`config.mk`:
```
export PLATFORM = sky130hd
export DESIGN_NAME = two_priority_event_queue
export DESIGN_NICKNAME = d
export VERILOG_FILES = /design/src/sv/epq_pkg.sv /design/src/sv/epq_cell.sv /design/src/sv/epq_chain.sv /design/src/sv/two_priority_event_queue.sv
export SDC_FILE = /design/constraint.sdc
export NUM_CORES = 2
export LEC_CHECK = 0
export ABC_AREA = 1
export BUFFER_PORTS_ARGS = -buffer_cell sky130_fd_sc_hd__buf_2
export CORE_ASPECT_RATIO = 1.25
export CORE_MARGIN = 1
export CORE_UTILIZATION = 25
export DETAILED_ROUTE_END_ITERATION = 16
export HOLD_SLACK_MARGIN = 0.02
export PLACE_DENSITY = 0.45
export SLEW_MARGIN = 25
export SYNTH_ARGS = -nofsm -noshare
export SYNTH_HDL_FRONTEND = slang
export SYNTH_SLANG_ARGS = --single-unit
```
`constraint.sdc`:
```
create_clock -name clock -period 6.25 [get_ports clock]
set_clock_uncertainty 0.2 [all_clocks]
set_input_delay 0 -clock clock [delete_from_list [all_inputs] [get_ports clock]]
set_output_delay 0 -clock clock [all_outputs]
set_load 0.01 [all_outputs]
```
`src/sv/epq_pkg.sv`:
```
package epq_pkg;

   localparam int DEFAULT_QUEUE_DEPTH = 24;
   localparam int LEVEL_W             = 5;
   localparam int CODE_W              = 16;
   localparam int PARAM_W             = 32;
   localparam int STAMP_W             = 32;

   typedef enum logic [1:0] {
      OP_ENQUEUE = 2'd0,
      OP_DEQUEUE = 2'd1,
      OP_CLEAR   = 2'd2,
      OP_FLUSH   = 2'd3
   } opcode_type;

   typedef struct packed {
      logic [CODE_W-1:0]         code;
      logic signed [PARAM_W-1:0] param;
      logic [STAMP_W-1:0]        timestamp;
   } event_type;

   typedef struct packed {
      logic load;
      logic shift;
   } cell_ctrl_type;

   typedef struct packed {
      logic push;
      logic pop;
      logic flush;
   } chain_ctrl_type;

   typedef struct packed {
      logic full;
      logic empty;
   } chain_status_type;

endpackage

```
`src/sv/epq_cell.sv`:
```
module epq_cell
   import epq_pkg::*;
(
   input  logic          clock,
   input  cell_ctrl_type ctrl,
   input  event_type     new_event,
   input  event_type     next_event,
   output event_type     data
);

   event_type data_ff;
   event_type data_in;

   always_comb begin
      data_in = data_ff;
      if (ctrl.load) begin
         data_in = new_event;
      end else if (ctrl.shift) begin
         data_in = next_event;
      end
   end

   always_ff @(posedge clock) begin
      data_ff <= data_in;
   end

   assign data = data_ff;

endmodule

```
`src/sv/epq_chain.sv`:
```
module epq_chain
   import epq_pkg::*;
#(
   parameter int QUEUE_DEPTH = DEFAULT_QUEUE_DEPTH,
   localparam int CW         = $clog2(QUEUE_DEPTH + 1)
)(
   input  logic             clock,
   input  logic             reset,
   input  chain_ctrl_type   ctrl,
   input  event_type        new_event,
   output event_type        head,
   output logic [CW-1:0]    count,
   output chain_status_type status
);

   // Cell zero always holds the oldest entry; a pop moves every entry one cell
   // toward the head, and a push lands in the first unused cell.
   logic [CW-1:0]    count_ff;
   logic [CW-1:0]    count_in;
   logic             full;
   logic             empty;
   event_type        cell_data [QUEUE_DEPTH];
   event_type        next_data [QUEUE_DEPTH];

   assign full  = (count_ff == CW'(QUEUE_DEPTH));
   assign empty = (count_ff == '0);

   for (genvar i = 0; i < QUEUE_DEPTH; i++) begin : g_cell
      cell_ctrl_type cell_ctrl;

      if (i < QUEUE_DEPTH - 1) begin : g_inner
         assign next_data[i] = cell_data[i+1];
      end else begin : g_last
         assign next_data[i] = new_event;
      end

      assign cell_ctrl.load  = ctrl.push && !full && (count_ff == CW'(i));
      assign cell_ctrl.shift = ctrl.pop && !empty;

      epq_cell u_cell (
         .clock      (clock),
         .ctrl       (cell_ctrl),
         .new_event  (new_event),
         .next_event (next_data[i]),
         .data       (cell_data[i])
      );
   end

   always_comb begin
      count_in = count_ff;
      if (ctrl.flush) begin
         count_in = '0;
      end else if (ctrl.push && !full) begin
         count_in = count_ff + 1'b1;
      end else if (ctrl.pop && !empty) begin
         count_in = count_ff - 1'b1;
      end
   end

   always_ff @(posedge clock) begin
      if (reset) begin
         count_ff <= '0;
      end else begin
         count_ff <= count_in;
      end
   end

   assign head         = cell_data[0];
   assign count        = count_ff;
   assign status.full  = full;
   assign status.empty = empty;

endmodule

```
`src/sv/two_priority_event_queue.sv`:
```
// Strict-priority event queue with a high and a low FIFO of QUEUE_DEPTH events.
// A command is transferred at a rising edge where start is high and busy is
// low. busy stays low, so a new command can be given in every cycle.
// Opcodes: enqueue into the FIFO chosen by req_high_priority, dequeue the
// oldest high event (or the oldest low event when the high FIFO is empty),
// clear the sticky overflow flag, or flush both FIFOs and the flag.
// Each command yields exactly one response, shown for one cycle with rsp_valid
// high in the cycle right after the command; the throughput is one command per
// cycle. Each FIFO is a row of cells that shifts toward its head on a dequeue,
// so one cell update per command sets the rate.
// The response carries ok, the dequeued event (zero otherwise), the overflow
// flag and both fill levels after the command.
// The receiver cannot stall: a response not taken in its cycle is gone.
// A synchronous reset empties both FIFOs, clears the flag and drops rsp_valid;
// the stored events themselves are not cleared.
module two_priority_event_queue
   import epq_pkg::*;
#(
   parameter int QUEUE_DEPTH = DEFAULT_QUEUE_DEPTH
)(
   input  logic                      clock,
   input  logic                      reset,
   input  logic                      start,
   output logic                      busy,
   input  logic [1:0]                req_opcode,
   input  logic [CODE_W-1:0]         req_event_code,
   input  logic signed [PARAM_W-1:0] req_event_param,
   input  logic [STAMP_W-1:0]        req_event_time,
   input  logic                      req_high_priority,
   output logic                      rsp_valid,
   output logic                      rsp_ok,
   output logic [CODE_W-1:0]         rsp_out_code,
   output logic signed [PARAM_W-1:0] rsp_out_param,
   output logic [STAMP_W-1:0]        rsp_out_time,
   output logic                      rsp_overflowed,
   output logic [LEVEL_W-1:0]        rsp_high_level,
   output logic [LEVEL_W-1:0]        rsp_low_level
);

   localparam int CW = $clog2(QUEUE_DEPTH + 1);

   opcode_type       opcode;
   logic             accept;
   event_type        new_event;
   event_type        high_head;
   event_type        low_head;
   logic [CW-1:0]    high_count;
   logic [CW-1:0]    low_count;
   chain_status_type high_status;
   chain_status_type low_status;
   chain_ctrl_type   high_ctrl;
   chain_ctrl_type   low_ctrl;

   logic             rsp_valid_ff;
   logic             rsp_ok_ff;
   logic             rsp_ok_in;
   event_type        rsp_event_ff;
   event_type        rsp_event_in;
   logic             overflow_ff;
   logic             overflow_in;

   assign busy   = 1'b0;
   assign accept = start && !busy;
   assign opcode = opcode_type'(req_opcode);

   assign new_event.code      = req_event_code;
   assign new_event.param     = req_event_param;
   assign new_event.timestamp = req_event_time;

   always_comb begin
      high_ctrl    = '0;
      low_ctrl     = '0;
      rsp_ok_in    = 1'b0;
      rsp_event_in = '0;
      overflow_in  = overflow_ff;
      if (accept) begin
         case (opcode)
            OP_ENQUEUE: begin
               if (req_high_priority) begin
                  high_ctrl.push = 1'b1;
                  rsp_ok_in      = !high_status.full;
               end else begin
                  low_ctrl.push = 1'b1;
                  rsp_ok_in     = !low_status.full;
               end
               if (!rsp_ok_in) begin
                  overflow_in = 1'b1;
               end
            end
            OP_DEQUEUE: begin
               if (!high_status.empty) begin
                  high_ctrl.pop = 1'b1;
                  rsp_ok_in     = 1'b1;
                  rsp_event_in  = high_head;
               end else if (!low_status.empty) begin
                  low_ctrl.pop = 1'b1;
                  rsp_ok_in    = 1'b1;
                  rsp_event_in = low_head;
               end
            end
            OP_CLEAR: begin
               overflow_in = 1'b0;
            end
            OP_FLUSH: begin
               high_ctrl.flush = 1'b1;
               low_ctrl.flush  = 1'b1;
               overflow_in     = 1'b0;
            end
            default: begin
               overflow_in = overflow_ff;
            end
         endcase
      end
   end

   epq_chain #(
      .QUEUE_DEPTH (QUEUE_DEPTH)
   ) u_high (
      .clock     (clock),
      .reset     (reset),
      .ctrl      (high_ctrl),
      .new_event (new_event),
      .head      (high_head),
      .count     (high_count),
      .status    (high_status)
   );

   epq_chain #(
      .QUEUE_DEPTH (QUEUE_DEPTH)
   ) u_low (
      .clock     (clock),
      .reset     (reset),
      .ctrl      (low_ctrl),
      .new_event (new_event),
      .head      (low_head),
      .count     (low_count),
      .status    (low_status)
   );

   always_ff @(posedge clock) begin
      if (reset) begin
         rsp_valid_ff <= 1'b0;
         overflow_ff  <= 1'b0;
      end else begin
         rsp_valid_ff <= accept;
         overflow_ff  <= overflow_in;
      end
   end

   always_ff @(posedge clock) begin
      rsp_ok_ff    <= rsp_ok_in;
      rsp_event_ff <= rsp_event_in;
   end

   assign rsp_valid      = rsp_valid_ff;
   assign rsp_ok         = rsp_ok_ff;
   assign rsp_out_code   = rsp_event_ff.code;
   assign rsp_out_param  = rsp_event_ff.param;
   assign rsp_out_time   = rsp_event_ff.timestamp;
   assign rsp_overflowed = overflow_ff;
   assign rsp_high_level = LEVEL_W'(high_count);
   assign rsp_low_level  = LEVEL_W'(low_count);

   a_one_response: assert property (@(posedge clock) disable iff (reset)
      rsp_valid_ff == $past(accept && !reset))
      else $error("response strobe does not follow the command transfer");

   a_refused_sets_flag: assert property (@(posedge clock) disable iff (reset)
      accept && opcode == OP_ENQUEUE |=> rsp_ok_ff || overflow_ff)
      else $error("refused enqueue did not set the overflow flag");

   a_levels_bounded: assert property (@(posedge clock) disable iff (reset)
      high_count <= CW'(QUEUE_DEPTH) && low_count <= CW'(QUEUE_DEPTH))
      else $error("fill level beyond queue depth");

   a_low_waits_for_high: assert property (@(posedge clock) disable iff (reset)
      low_ctrl.pop |-> high_status.empty && !high_ctrl.pop)
      else $error("low queue served while high queue holds events");

endmodule

```
==> results by group <==
Run status
  • Status: complete, no violations

Route
  • Average wire per standard cell: about 19 um
  • Drt total wl: between 400 and 500 mm
  • Via density: 4.22
  • DRT Pass-1 Iters: 6
  • Routed Antenna Nets: 0
  • Via count: 91.1k
  • Starting DRT DRC Count: between 6k and 7k
  • DRC viols: 0

Clock tree
  • Worst-Skew Late Latency: 980 ps
  • PostCTS Resize Cnt: 0
  • CTS root buf: clkbuf_16
  • Clock-pin slew on the worst setup and hold paths: about 60 ps
  • CTS Buf Count: 427
  • Worst-case clock buffer depth: 4
  • CTS tree: done
  • # H-tree levels: 5
  • Sink Count: 3933

Floorplan
  • IO Pins: 180
  • Rows: 325
  • Vert. Die Dim: 888 um
  • Die area: about 0.63 mm2
  • Die width: 711 um
  • Core area: 0.626 mm2
  • Initial Utilization: 0.251

STA
  • TNS Setup: 0 ps
  • RSZ-0062 raised after global routing: no
  • FMAX: about 220 MHz
  • Final number of setup-violating endpoints: 0
  • Final Hold Fails: 0
  • Rel. slew slack: 0.284
  • Fin crit share: 0.730
  • Clock period minus worst slack: 4560 ps
  • Slew at the pin with the worst max-slew slack: approximately 1100 ps
  • Setup WS post-layout: 1690 ps
  • Pins Over Slew Limit: 0

Global route
  • Congestion Overflow GR: 0
  • Total track usage: 0.125
  • Vias in the first global route: 89.9k
  • Initial antenna violation count: 29
  • First-pass GRT wire length: roughly 610 mm
  • Largest net degree at the start of global routing: 160

Logic synthesis
  • Synth async-reset ratio: 0
  • Post-synthesis instance total: 13.0k
  • Synth Register Bits: 3933
  • Yosys cell types: 30
  • Synth Warn #: 0
  • Synth Flop Type: edfxtp_1
  • Post-synth EDFFs: 3840
  • Post-synthesis net count: between 10k and 15k
  • Mapped cell area: 0.157 mm2
  • Seq/Total Area, Yosys: 0.746
  • Syn avg cell area: approximately 12 um2

Worst hold path
  • Hold path depth: 4
  • Hold path startpoint: req_event_param[28]
  • Worst min path class: in2reg
  • Worst hold endpoint: u_low.g_cell[9].u_cell.data[60]

Worst setup path
  • Worst EP arrival: 5010 ps
  • Worst-path maximum fanout: 81
  • Largest stage delay on the critical path: 650 ps
  • Critical path endpoint category: flip-flop
  • FF-to-FF path depth: 7
  • Most used cell, CP: dlygate4sd3_1
  • CP max-delay cell: nand2_4
  • Critical Path RT: 6690 ps
  • Setup CP Type: in2reg
  • Startpoint types: primary input
  • FF-to-FF Start: u_high.count[4]
  • End of the worst register-to-register path: u_low.g_cell[23].u_cell.data[33]
  • Worst R2R Setup Slack: about 1900 ps
  • Worst path cell trace: dlygate4sd3_1, buf_2, dlygate4sd3_1, nor2_2, nand2_1, dlygate4sd3_1, nor2_4, inv_2, nor2_4, nand2_4, nand2_4, buf_4

Layout
  • FILL cells: 64.6k
  • Most frequent cells in the layout: nand2_1, edfxtp_1, o21ai_0
  • Most common cell after layout, fill and taps aside: nand2_1
  • Area growth, synth to finish: 15.3%
  • Nets: around 13k
  • Layout cells sized above 1: 0.0853

Job
  • MaxCap Viol Count: 0

Placement
  • GPL Wtd Cong: ~0.8
  • HPWL Detailed: 255 mm
  • Number of port buffers: ~180
  • Place WS: 1900 ps

Power and ir drop
  • Cell area power density: 303 mW/mm2
  • Peak VDD IR: approximately 0.24 mV
  • Static leakage: 66.2 nW
==> critical path, delay by kind of cell <==
kind | cells | cell delay, ps
buffers and inverters | 6 | 2450
and+or+nand+nor | 6 | 2420
==> per-stage QoR <==
step	power [mW]	instance area (um2)	hold WS (ps)	util	instances
floorplan	30.3	157000	-128	-	13000
global placement	31.2	166000	-8.74	0.265	20600
detailed placement	31.2	166000	-13.4	0.265	20600
CTS	55.6	181000	26.6	0.289	21600
global route	56.7	181000	103	0.289	21600
finish	54.9	181000	138	0.289	21600
==> kinds of logic after synthesis <==
family                   synth area share
adder cells (fa/ha/maj)          0.000876
buffers and inverters              0.0343
flip-flops                          0.746
AO/OA/AOI/OAI                       0.118
other                           0.0000239
AND/OR/NAND/NOR                     0.101
==> repair_timing <==
action	4_1_cts	5_1_grt
hold buffers	179	0
hold endpoints to repair	3699	0
setup buffers	0	0
==> per-layer routing <==
layer  vias up  global-route usage  part of all wire
met5         -                   0          0.000032
met4         2              0.0302             0.024
met3       558              0.0192             0.044
met2      1610               0.197              0.43
met1     43100               0.181              0.50
li1      45800                   -                 -
==> state kept, by name, indices dropped and copies added (netlist names) <==
| register | flops |
|---|---|
| u_low.g_cell.u_cell.data | 1920 |
| rsp_valid | 1 |
| u_high.g_cell.u_cell.data | 1920 |
| rsp_out_param | 32 |
| rsp_ok | 1 |
| rsp_overflowed | 1 |
| u_low.count | 5 |
| rsp_out_code | 16 |
| rsp_out_time | 32 |
| u_high.count | 5 |
==> layout make-up <==
cell class / count / area (um2) / share of cell area
antenna: 18 / 45.0 / 0.000249
clock buffer: 552 / 11500 / 0.0633
clock inverter: 230 / 1870 / 0.0103
inverter: 116 / 435 / 0.00240
multi-input combinational: 7844 / 35400 / 0.196
sequential: 3933 / 117000 / 0.647
tap: 8338 / 10400 / 0.0576
timing repair buffer: 546 / 4280 / 0.0236
==> synth_stat cells (12+ instances only) <==
cell	instances	area, um2
buf_2	328	1640
buf_4	37	278
buf_6	18	203
clkbuf_1	754	2830
dfxtp_1	93	1860
edfxtp_1	3840	115000
inv_1	111	417
nand2_1	3945	14800
nand2_4	14	158
nand3_1	105	526
nor2_1	29	109
nor3_1	12	60.1
o21ai_0	3627	18200
o21ai_1	58	290
==> report_power, final <==
group          internal [mW]  leakage [nW]  switching, mW
sequential              29.0          35.4         0.0904
combinational          0.291          24.3           1.26
clock                   13.8          6.51           10.4
total                   43.1          66.2           11.8
==> worst max-delay path by stage <==
stage	to	startpoint	depth (start not counted)
5_1_grt	u_low.g_cell[2].u_cell.data[20]	req_opcode[1]	12
3_3_place_gp	u_high.g_cell[21].u_cell.data[24]	req_opcode[1]	8
3_5_place_dp	u_high.g_cell[21].u_cell.data[21]	req_opcode[1]	8
2_1_floorplan	u_low.g_cell[22].u_cell.data[0]	u_low.count[0]	8
4_1_cts	u_low.g_cell[2].u_cell.data[20]	req_opcode[1]	12
6_report	u_low.g_cell[2].u_cell.data[20]	req_opcode[1]	12
Note: power is estimated with default switching activity, not from simulation.
